--- src/rtl/rcfs_pkg.sv ---
// Shared types, constants and codes for the receiver channel failsafe hold block.
package rcfs_pkg;

  // Channel table geometry and special channels.
  localparam int CHANNELS         = 16;
  localparam int CONTROL_CHANNELS = 5;
  localparam int THROTTLE_INDEX   = 4;
  localparam int CHAN_W           = 4;

  // Field widths.
  localparam int PULSE_W = 16;
  localparam int TIME_W  = 32;
  localparam int REG_W   = 16;
  localparam int ADDR_W  = 3;

  // Stream word widths.
  localparam int IN_DATA_W  = 72;
  localparam int OUT_DATA_W = 24;
  localparam int OUT_USER_W = 2;

  // Action codes carried in the input tuser.
  localparam logic ACT_SAMPLE = 1'b0;
  localparam logic ACT_LOAD   = 1'b1;

  // Failsafe mode codes.
  localparam logic [1:0] MODE_AUTO    = 2'd0;
  localparam logic [1:0] MODE_HOLD    = 2'd1;
  localparam logic [1:0] MODE_SET     = 2'd2;
  localparam logic [1:0] MODE_INVALID = 2'd3;

  // Configuration register indexes.
  localparam logic [ADDR_W-1:0] REG_VALID_MIN  = 3'd0;
  localparam logic [ADDR_W-1:0] REG_VALID_MAX  = 3'd1;
  localparam logic [ADDR_W-1:0] REG_CENTER     = 3'd2;
  localparam logic [ADDR_W-1:0] REG_THR_FLOOR  = 3'd3;
  localparam logic [ADDR_W-1:0] REG_HOLD_MS    = 3'd4;
  localparam logic [ADDR_W-1:0] REG_CLAMP_LOW  = 3'd5;
  localparam logic [ADDR_W-1:0] REG_CLAMP_HIGH = 3'd6;

  // Reset values of the registers.
  localparam logic [REG_W-1:0] RST_VALID_MIN  = 16'd885;
  localparam logic [REG_W-1:0] RST_VALID_MAX  = 16'd2115;
  localparam logic [REG_W-1:0] RST_CENTER     = 16'd1500;
  localparam logic [REG_W-1:0] RST_THR_FLOOR  = 16'd1000;
  localparam logic [REG_W-1:0] RST_HOLD_MS    = 16'd300;
  localparam logic [REG_W-1:0] RST_CLAMP_LOW  = 16'd750;
  localparam logic [REG_W-1:0] RST_CLAMP_HIGH = 16'd2250;

  // Auto throttle failsafe sits this far below the throttle floor.
  localparam logic [REG_W-1:0] AUTO_THR_DROP = 16'd50;

  // Configuration register set.
  typedef struct packed {
    logic [REG_W-1:0] valid_min;
    logic [REG_W-1:0] valid_max;
    logic [REG_W-1:0] center_value;
    logic [REG_W-1:0] throttle_floor;
    logic [REG_W-1:0] hold_time_ms;
    logic [REG_W-1:0] clamp_low;
    logic [REG_W-1:0] clamp_high;
  } cfg_t;

  // One input word after unpacking.
  typedef struct packed {
    logic               action;
    logic [CHAN_W-1:0]  channel;
    logic [PULSE_W-1:0] pulse;
    logic [TIME_W-1:0]  now_ms;
    logic               link_up;
    logic               force_switch;
    logic               frame_end;
    logic [1:0]         entry_mode;
    logic [PULSE_W-1:0] entry_value;
  } item_t;

  // One result word.
  typedef struct packed {
    logic [CHAN_W-1:0]  out_channel;
    logic [PULSE_W-1:0] value;
    logic               held;
    logic               substituted;
    logic               flight_valid;
    logic               last;
  } res_t;

endpackage

--- src/rtl/rcfs_cfg_regs.sv ---
// Configuration register file with a plain write port.
module rcfs_cfg_regs (
  input  logic                       clk,
  input  logic                       rst_n,
  input  logic                       cfg_we,
  input  logic [rcfs_pkg::ADDR_W-1:0] cfg_addr,
  input  logic [rcfs_pkg::REG_W-1:0]  cfg_wdata,
  output rcfs_pkg::cfg_t             cfg
);
  import rcfs_pkg::*;

  cfg_t cfg_r;

  // Register writes; an index beyond the list is dropped.
  always_ff @(posedge clk) begin
    if (!rst_n) begin
      cfg_r.valid_min      <= RST_VALID_MIN;
      cfg_r.valid_max      <= RST_VALID_MAX;
      cfg_r.center_value   <= RST_CENTER;
      cfg_r.throttle_floor <= RST_THR_FLOOR;
      cfg_r.hold_time_ms   <= RST_HOLD_MS;
      cfg_r.clamp_low      <= RST_CLAMP_LOW;
      cfg_r.clamp_high     <= RST_CLAMP_HIGH;
    end else if (cfg_we) begin
      case (cfg_addr)
        REG_VALID_MIN:  cfg_r.valid_min      <= cfg_wdata;
        REG_VALID_MAX:  cfg_r.valid_max      <= cfg_wdata;
        REG_CENTER:     cfg_r.center_value   <= cfg_wdata;
        REG_THR_FLOOR:  cfg_r.throttle_floor <= cfg_wdata;
        REG_HOLD_MS:    cfg_r.hold_time_ms   <= cfg_wdata;
        REG_CLAMP_LOW:  cfg_r.clamp_low      <= cfg_wdata;
        REG_CLAMP_HIGH: cfg_r.clamp_high     <= cfg_wdata;
        default: ;
      endcase
    end
  end

  assign cfg = cfg_r;

endmodule

--- src/rtl/rcfs_in_stage.sv ---
// Input register stage: unpacks and holds one accepted word.
module rcfs_in_stage (
  input  logic                           clk,
  input  logic                           rst_n,
  input  logic                           in_tvalid,
  output logic                           in_tready,
  input  logic [rcfs_pkg::IN_DATA_W-1:0] in_tdata,
  input  logic                           in_tuser,
  input  logic                           in_tlast,
  input  logic                           advance,
  output logic                           item_valid,
  output rcfs_pkg::item_t                item
);
  import rcfs_pkg::*;

  logic  valid_r;
  logic  valid_nxt;
  item_t item_r;
  item_t item_nxt;
  logic  take;

  // The stage takes a word when empty or when its word moves on.
  assign in_tready = !valid_r || advance;
  assign take      = in_tvalid && in_tready;

  // Unpack the stream word into fields.
  always_comb begin
    item_nxt.action       = in_tuser;
    item_nxt.channel      = in_tdata[3:0];
    item_nxt.pulse        = in_tdata[19:4];
    item_nxt.now_ms       = in_tdata[51:20];
    item_nxt.link_up      = in_tdata[52];
    item_nxt.force_switch = in_tdata[53];
    item_nxt.entry_mode   = in_tdata[55:54];
    item_nxt.entry_value  = in_tdata[71:56];
    item_nxt.frame_end    = in_tlast;
  end

  always_comb begin
    valid_nxt = valid_r;
    if (take) begin
      valid_nxt = 1'b1;
    end else if (advance) begin
      valid_nxt = 1'b0;
    end
  end

  // Stage valid flag.
  always_ff @(posedge clk) begin
    if (!rst_n) begin
      valid_r <= 1'b0;
    end else begin
      valid_r <= valid_nxt;
    end
  end

  // Payload holds while the stage is stalled.
  always_ff @(posedge clk) begin
    if (take) begin
      item_r <= item_nxt;
    end
  end

  assign item_valid = valid_r;
  assign item       = item_r;

endmodule

--- src/rtl/rcfs_core.sv ---
// Per-channel state tables and the hold, substitute and clamp logic.
module rcfs_core (
  input  logic            clk,
  input  logic            rst_n,
  input  rcfs_pkg::cfg_t  cfg,
  input  logic            fire,
  input  rcfs_pkg::item_t item,
  output logic            res_valid,
  output rcfs_pkg::res_t  res
);
  import rcfs_pkg::*;

  logic [PULSE_W-1:0] last_value_r [CHANNELS];
  logic [TIME_W-1:0]  deadline_r   [CHANNELS];
  logic [1:0]         fail_mode_r  [CHANNELS];
  logic [PULSE_W-1:0] fail_value_r [CHANNELS];
  logic               acc_r;
  logic               acc_nxt;

  logic               in_range;
  logic               is_sample;
  logic               is_load;
  logic               is_ctrl;
  logic               chan_ok;
  logic [TIME_W-1:0]  since_deadline;
  logic               running;
  logic [PULSE_W-1:0] last_rd;
  logic [PULSE_W-1:0] thr_auto;
  logic [PULSE_W-1:0] fallback;
  logic [PULSE_W-1:0] raw;
  logic [PULSE_W-1:0] clamped;
  logic               held;
  logic               subst;
  logic               acc_run;

  assign in_range  = int'(item.channel) < CHANNELS;
  assign is_sample = fire && in_range && (item.action == ACT_SAMPLE);
  assign is_load   = fire && in_range && (item.action == ACT_LOAD);
  assign is_ctrl   = item.channel < CHAN_W'(CONTROL_CHANNELS);
  assign last_rd   = last_value_r[item.channel];

  // A channel is good with the link up, the pulse in window and no forced failsafe on a control channel.
  assign chan_ok = item.link_up && (item.pulse >= cfg.valid_min) &&
                   (item.pulse <= cfg.valid_max) && !(item.force_switch && is_ctrl);

  // Hold time still runs while now minus deadline is negative.
  assign since_deadline = item.now_ms - deadline_r[item.channel];
  assign running        = since_deadline[TIME_W-1];

  // Auto throttle failsafe saturates at zero.
  assign thr_auto = (cfg.throttle_floor > AUTO_THR_DROP) ?
                    (cfg.throttle_floor - AUTO_THR_DROP) : '0;

  // Failsafe value chosen by the channel's mode.
  always_comb begin
    fallback = last_rd;
    case (fail_mode_r[item.channel])
      MODE_SET: fallback = fail_value_r[item.channel];
      MODE_AUTO: begin
        if (item.channel == CHAN_W'(THROTTLE_INDEX)) begin
          fallback = thr_auto;
        end else if (is_ctrl) begin
          fallback = cfg.center_value;
        end
      end
      MODE_HOLD, MODE_INVALID: fallback = last_rd;
      default: fallback = last_rd;
    endcase
  end

  // Pick live, held or substituted value.
  always_comb begin
    held  = 1'b0;
    subst = 1'b0;
    if (chan_ok) begin
      raw = item.pulse;
    end else if (running) begin
      raw  = last_rd;
      held = 1'b1;
    end else begin
      raw   = fallback;
      subst = 1'b1;
    end
  end

  // When the limits cross, a value below the lower limit gets it and any other gets the upper limit.
  always_comb begin
    if (raw < cfg.clamp_low) begin
      clamped = cfg.clamp_low;
    end else if (raw > cfg.clamp_high) begin
      clamped = cfg.clamp_high;
    end else begin
      clamped = raw;
    end
  end

  // Frame-wide flight-valid accumulation.
  assign acc_run = acc_r && item.link_up && !item.force_switch && !(subst && is_ctrl);

  always_comb begin
    acc_nxt = acc_r;
    if (is_sample) begin
      acc_nxt = item.frame_end ? 1'b1 : acc_run;
    end
  end

  // Table and accumulator updates.
  always_ff @(posedge clk) begin
    if (!rst_n) begin
      for (int i = 0; i < CHANNELS; i++) begin
        last_value_r[i] <= RST_CENTER;
        deadline_r[i]   <= '0;
        fail_mode_r[i]  <= MODE_HOLD;
        fail_value_r[i] <= RST_CENTER;
      end
      acc_r <= 1'b1;
    end else begin
      acc_r <= acc_nxt;
      if (is_load) begin
        fail_mode_r[item.channel]  <= item.entry_mode;
        fail_value_r[item.channel] <= item.entry_value;
      end
      if (is_sample) begin
        last_value_r[item.channel] <= clamped;
        if (chan_ok) begin
          deadline_r[item.channel] <= item.now_ms + TIME_W'(cfg.hold_time_ms);
        end
      end
    end
  end

  // Result word for the output register.
  assign res_valid        = is_sample;
  assign res.out_channel  = item.channel;
  assign res.value        = clamped;
  assign res.held         = held;
  assign res.substituted  = subst;
  assign res.flight_valid = item.frame_end && acc_run;
  assign res.last         = item.frame_end;

endmodule

--- src/rtl/rcfs_out_stage.sv ---
// Output register: holds one result word until the sink takes it.
module rcfs_out_stage (
  input  logic                            clk,
  input  logic                            rst_n,
  input  logic                            load,
  input  rcfs_pkg::res_t                  res,
  output logic                            advance,
  output logic                            out_tvalid,
  input  logic                            out_tready,
  output logic [rcfs_pkg::OUT_DATA_W-1:0] out_tdata,
  output logic [rcfs_pkg::OUT_USER_W-1:0] out_tuser,
  output logic                            out_tlast
);
  import rcfs_pkg::*;

  logic valid_r;
  logic valid_nxt;
  res_t res_r;

  // The register is free when empty or being drained this cycle.
  assign advance = !valid_r || out_tready;

  always_comb begin
    valid_nxt = valid_r;
    if (advance) begin
      valid_nxt = load;
    end
  end

  always_ff @(posedge clk) begin
    if (!rst_n) begin
      valid_r <= 1'b0;
    end else begin
      valid_r <= valid_nxt;
    end
  end

  always_ff @(posedge clk) begin
    if (advance && load) begin
      res_r <= res;
    end
  end

  // Pack the result word.
  assign out_tvalid = valid_r;
  assign out_tdata  = {3'b000, res_r.flight_valid, res_r.value, res_r.out_channel};
  assign out_tuser  = {res_r.substituted, res_r.held};
  assign out_tlast  = res_r.last;

endmodule

--- src/rtl/rc_channel_failsafe_hold.sv ---
// Top level of the receiver channel failsafe hold block.
// One word per cycle unless the output side stalls: a word enters the input
// register and, once the output register is free, reads and updates its
// channel's tables and lands in the output register, which offers a sample's
// result on the output. The input register takes a new word as the last one
// moves on. The per-channel tables are flip-flops read and written at the
// word's channel in the same cycle. Load words (tuser high) and words for
// channels outside the table produce no result.
module rc_channel_failsafe_hold (
  input  logic                            clk,
  input  logic                            rst_n,
  // tdata: channel[3:0], pulse[19:4], now_ms[51:20], link_up[52],
  // force_switch[53], entry_mode[55:54], entry_value[71:56]
  input  logic [rcfs_pkg::IN_DATA_W-1:0]  in_tdata,
  input  logic                            in_tuser,  // action
  input  logic                            in_tlast,  // frame_end
  input  logic                            in_tvalid,
  output logic                            in_tready,
  // tdata: out_channel[3:0], value[19:4], flight_valid[20], zero fill[23:21]
  output logic [rcfs_pkg::OUT_DATA_W-1:0] out_tdata,
  output logic [rcfs_pkg::OUT_USER_W-1:0] out_tuser,  // held[0], substituted[1]
  output logic                            out_tlast,  // last
  output logic                            out_tvalid,
  input  logic                            out_tready,
  input  logic                            cfg_we,
  input  logic [rcfs_pkg::ADDR_W-1:0]     cfg_addr,
  input  logic [rcfs_pkg::REG_W-1:0]      cfg_wdata
);
  import rcfs_pkg::*;

  cfg_t  cfg;
  item_t item;
  res_t  res;
  logic  item_valid;
  logic  advance;
  logic  fire;
  logic  res_valid;

  // A held word moves into the core when the output register is free.
  assign fire = item_valid && advance;

  rcfs_cfg_regs u_cfg (
    .clk       (clk),
    .rst_n     (rst_n),
    .cfg_we    (cfg_we),
    .cfg_addr  (cfg_addr),
    .cfg_wdata (cfg_wdata),
    .cfg       (cfg)
  );

  rcfs_in_stage u_in (
    .clk        (clk),
    .rst_n      (rst_n),
    .in_tvalid  (in_tvalid),
    .in_tready  (in_tready),
    .in_tdata   (in_tdata),
    .in_tuser   (in_tuser),
    .in_tlast   (in_tlast),
    .advance    (advance),
    .item_valid (item_valid),
    .item       (item)
  );

  rcfs_core u_core (
    .clk       (clk),
    .rst_n     (rst_n),
    .cfg       (cfg),
    .fire      (fire),
    .item      (item),
    .res_valid (res_valid),
    .res       (res)
  );

  rcfs_out_stage u_out (
    .clk        (clk),
    .rst_n      (rst_n),
    .load       (res_valid),
    .res        (res),
    .advance    (advance),
    .out_tvalid (out_tvalid),
    .out_tready (out_tready),
    .out_tdata  (out_tdata),
    .out_tuser  (out_tuser),
    .out_tlast  (out_tlast)
  );

endmodule

--- config.mk ---
export PLATFORM = sky130hd
export DESIGN_NAME = rc_channel_failsafe_hold
export DESIGN_NICKNAME = d
export VERILOG_FILES = /design/src/rtl/rcfs_pkg.sv /design/src/rtl/rcfs_cfg_regs.sv /design/src/rtl/rcfs_in_stage.sv /design/src/rtl/rcfs_core.sv /design/src/rtl/rcfs_out_stage.sv /design/src/rtl/rc_channel_failsafe_hold.sv
export SDC_FILE = /design/constraint.sdc
export NUM_CORES = 2
export LEC_CHECK = 0
export ABC_AREA = 0
export BUFFER_PORTS_ARGS = -buffer_cell sky130_fd_sc_hd__clkbuf_2
export CAP_MARGIN = 15
export CORE_MARGIN = 5
export CORE_UTILIZATION = 30
export CTS_BUF_LIST = sky130_fd_sc_hd__clkbuf_16
export DETAILED_ROUTE_END_ITERATION = 10
export SYNTH_ARGS = -nofsm -noshare
export SYNTH_HDL_FRONTEND = slang
export SYNTH_HIERARCHICAL = 1
export SYNTH_SLANG_ARGS = --single-unit
--- constraint.sdc ---
create_clock -name clk -period 21.6 [get_ports clk]
set_input_delay 4.32 -clock clk [delete_from_list [all_inputs] [get_ports clk]]
set_output_delay 4.32 -clock clk [all_outputs]
set_load 0.1 [all_outputs]
==> impl_results.md <==
* Initial antenna violation count at 7
* Via density per instance at 5.274
* Most frequent cells in the layout: edfxtp_1, nor2_1, mux4_2
* Number of search-and-repair iterations in the first detailed-routing pass at 6
* Clock buffer count from CTS at ~130
* Synth Warn # at 6
* Detailed-route wire length per cell at 25.73 µm
* Share of layout cells above drive strength 1 at 21.07%
* Max-cap viol count at 0
* Top_reg_cell synth: edfxtp_1
* Die area at 206,400 µm²
* CP Launch Type: flip-flop
* Combinational share of power at 12.3%
* Most frequent standard cell in the layout excluding fill and tap cells: edfxtp_1
* Synth Cell Area at 59,230 µm²
* CP Capture Type: flip-flop
* Setup repair after global routing missed its margin: false
* Ratio of final minimum period to clock period at between 40% and 50%
* PwrDens at 85.55 nW/µm²
* Post-synth EDFFs at 1,154
* Area growth, synth to finish at 13.09%
* Internal Pwr Total at 4.180 mW
* Req. time, crit path at approximately 22,000 ps
* Number of gates resized after cts at 0
* CTS max path bufs at 3
* Final Hold Viols at 0
* Yosys reg bits at 1,269
* Die extent in y at 454.3 µm
* Sum of negative setup slack at 0 ps
* Met3 usage at 3.368%
* Most congested layer reported by global routing: met2
* Vias at approximately 37,000
* Clock tree from TritonCTS: done
* Pin slew with the least headroom to its limit at 1133 ps
* Relative slew slack at 24.23%
* Filler cell count in the final layout at between 15,000 and 20,000
* Placement Rows at around 160
* Post-Route WL at approximately 180,000 µm
* Total power draw at about 5.7 mW
* Clock-pin slew on the worst setup and hold paths at 60 ps
* Reported net switching power at between 1.5 and 2 mW
* Skew final at 35.30 ps
* Leakage power at 22.78 nW
* Count of mapped cells out of synthesis at 4,186
* Combined global-route utilization of all metal layers at about 17%
* Final Wtd Congestion at 0.9133
* Classification of the worst-slack hold path: flip-flop to flip-flop
* Min cycle time layout at ~9600 ps
* Clock network fraction of total power at 38.9%
* Setup Crit Path Kind: flip-flop to flip-flop
* Area used by multi-input combinational logic at 20,440 µm²
* Clock sinks at 1,269
* Final antenna-violating net count at 0
* # Post-CTS Setup Buffers at 0
* Wire length of the first global-routing pass at around 260,000 µm
* Setup Viol. Count Final at 0
* Worst-case vdd ir drop at 0.00006064 V
* Number of levels in the clock H-tree at 4
* Total of hold buffers inserted after clock tree synthesis at 0
* Fin. max-slew vios at 0
* Initial Utilization at 30.09%
* Cell at the root of the clock tree: clkbuf_16
* Worst-skew pair later-pin latency at about 780 ps
* Via count of the first global-routing pass at 37,030
* Sequential cell fraction of total power at between 40% and 50%
* Number of I/O pins at around 130
* Largest net degree at the start of global routing at roughly 170
* Switching portion of total power at 27.05%
* Final global-route overflow total at 0
* Syn avg cell area at around 14 µm²
* Met2 demand-to-capacity share in global routing at between 20 and 30%
* Horiz. Die Dim at approximately 450 µm
* Post-layout net count at approximately 4,500
* Detailed-route DRC error count at 0
* GR Util met1 at about 23%
* DRC violation total after the first TritonRoute iteration at 3,801
* Worst EP arrival at 10,100 ps
* Highest clock rate at 103.9 MHz
* Buffers on Ports at 123
* Post-DP HPWL at 112,000 µm
* Proportion of synthesized flip-flops having asynchronous set or reset at 0%
* FF/Latch Area at 36,960 µm²
* Floorplan Core Area at roughly 200,000 µm²
* Outcome: completed
* Number of distinct library cell variants in the gate-level netlist after synthesis at 94
* Critical path peak fanout at 115
* Sequential fraction of the synthesis area at 62.40%
## worst max-delay path: stages (launching register included)
cell,delay [ps]
edfxtp_1,320
buf_4,490
buf_4,810
buf_12,640
buf_4,580
buf_4,600
mux4_2,440
a22o_1,210
a221oi_2,180
buf_4,300
nand2_1,250
a221oi_1,500
a21oi_1,140
o221a_2,340
or2_2,310
ha_1,300
nor2b_1,140
o21a_1,160
o21a_1,170
o21a_1,160
o211ai_1,230
a21oi_1,210
nor2_1,140
buf_4,240
nor2_1,80
o211ai_2,890
a21oi_1,180
## worst paths after layout
check	startpoint	endpoint	slack, ps	cells past startpoint
max reg2reg	u_in/item[70]	u_core/last_value_r[15][11]	11970	26
max	u_in/item[70]	u_core/last_value_r[15][11]	11970	26
min	u_cfg/cfg[93]	u_cfg/cfg[93]	460	2
min reg2reg	u_cfg/cfg[93]	u_cfg/cfg[93]	460	2
## synthesized netlist by cell type, drive strengths merged, types with 4 or more instances
cell type	number	area [µm²]
mux2	10	112.6
nand2	220	825.8
nor4	4	25.02
edfxtp	1154	34650
dfxtp	115	2302
o2111ai	5	61.31
a221o	5	50.05
o31ai	10	75.07
inv	113	424.2
nor2	623	2338
ha	110	1376
or3	133	832.1
or2	8	50.05
a311oi	4	35.03
a21boi	5	45.04
and2	161	1012
nand2b	12	90.09
a211oi	21	162.6
mux4	315	7094
nor3	96	541.8
buf	145	948.4
clkbuf	174	656.9
xnor2	15	138.9
xor2	22	192.7
o211ai	63	488.0
a21o	12	90.09
a31oi	4	25.02
a211o	6	52.55
o21a	14	106.4
and4	5	43.79
nand3	68	350.3
o21ai	95	591.8
nand4	22	137.6
and3	19	118.9
a221oi	8	88.83
a21oi	135	855.8
mux2i	127	1271
nor2b	71	444.2
## state kept, by name, summed over array words and instances, names as in the netlist, 2 cells and up
signal,cells
u_core/deadline_r,512
u_cfg/cfg,112
u_core/fail_value_r,256
u_out/out_tdata,21
u_core/last_value_r,256
u_in/item,74
u_core/fail_mode_r,32
u_out/out_tuser,2
## through the flow
stage | utilization, % | hold WS (ps) | cells | cell area (µm²) | setup WS (ps)
after global routing | 34.03 | 471.9 | 7003 | 66980 | 11430
after detailed placement | 31.84 | 449.8 | 6750 | 62670 | 12060
after global placement | 31.83 | 444.0 | 6747 | 62650 | 12100
after CTS | 33.96 | 459.8 | 6985 | 66830 | 12040
after floorplan | - | 430.2 | 4188 | 59230 | 12500
final | 34.03 | 461.0 | 7003 | 66980 | 11970
## cell families after synthesis
logic type,share of synthesized area [%]
and+or+nand+nor,11.71
DFF,62.40
muxes,14.31
buffers and inverters,3.433
AOI/OAI and AO/OA,5.226
adders and majority gates,2.358
xor gates and xnor gates,0.5598
other,0.006332
## power groups by stage
stage                     Clock, mW  Sequential (mW)  Combinational (mW)
after global placement            0             2.85               0.686
after floorplan                   0             2.85               0.464
after CTS                      2.27             2.80               0.696
final                          2.23             2.80               0.705
after global routing           2.37             2.80               0.748
after detailed placement          0             2.85               0.691
## per-layer routing
metal	vias to the layer above	wire length, µm
li1	15900	-
met2	1709	85330
met1	18990	72840
met3	330	14950
met5	-	39
met4	6	7035
## layout make-up
class / instances / share of cell area (%)
well taps: 2640 / 4.932
flip-flops and latches: 1269 / 55.17
repair buffers: 258 / 2.520
inverters: 114 / 0.6389
clock buffers: 131 / 4.894
diodes: 1 / 0.003736
multi-input cells: 2486 / 30.52
clock inverters: 104 / 1.319
No activity file was read; power rests on OpenSTA's default activity.
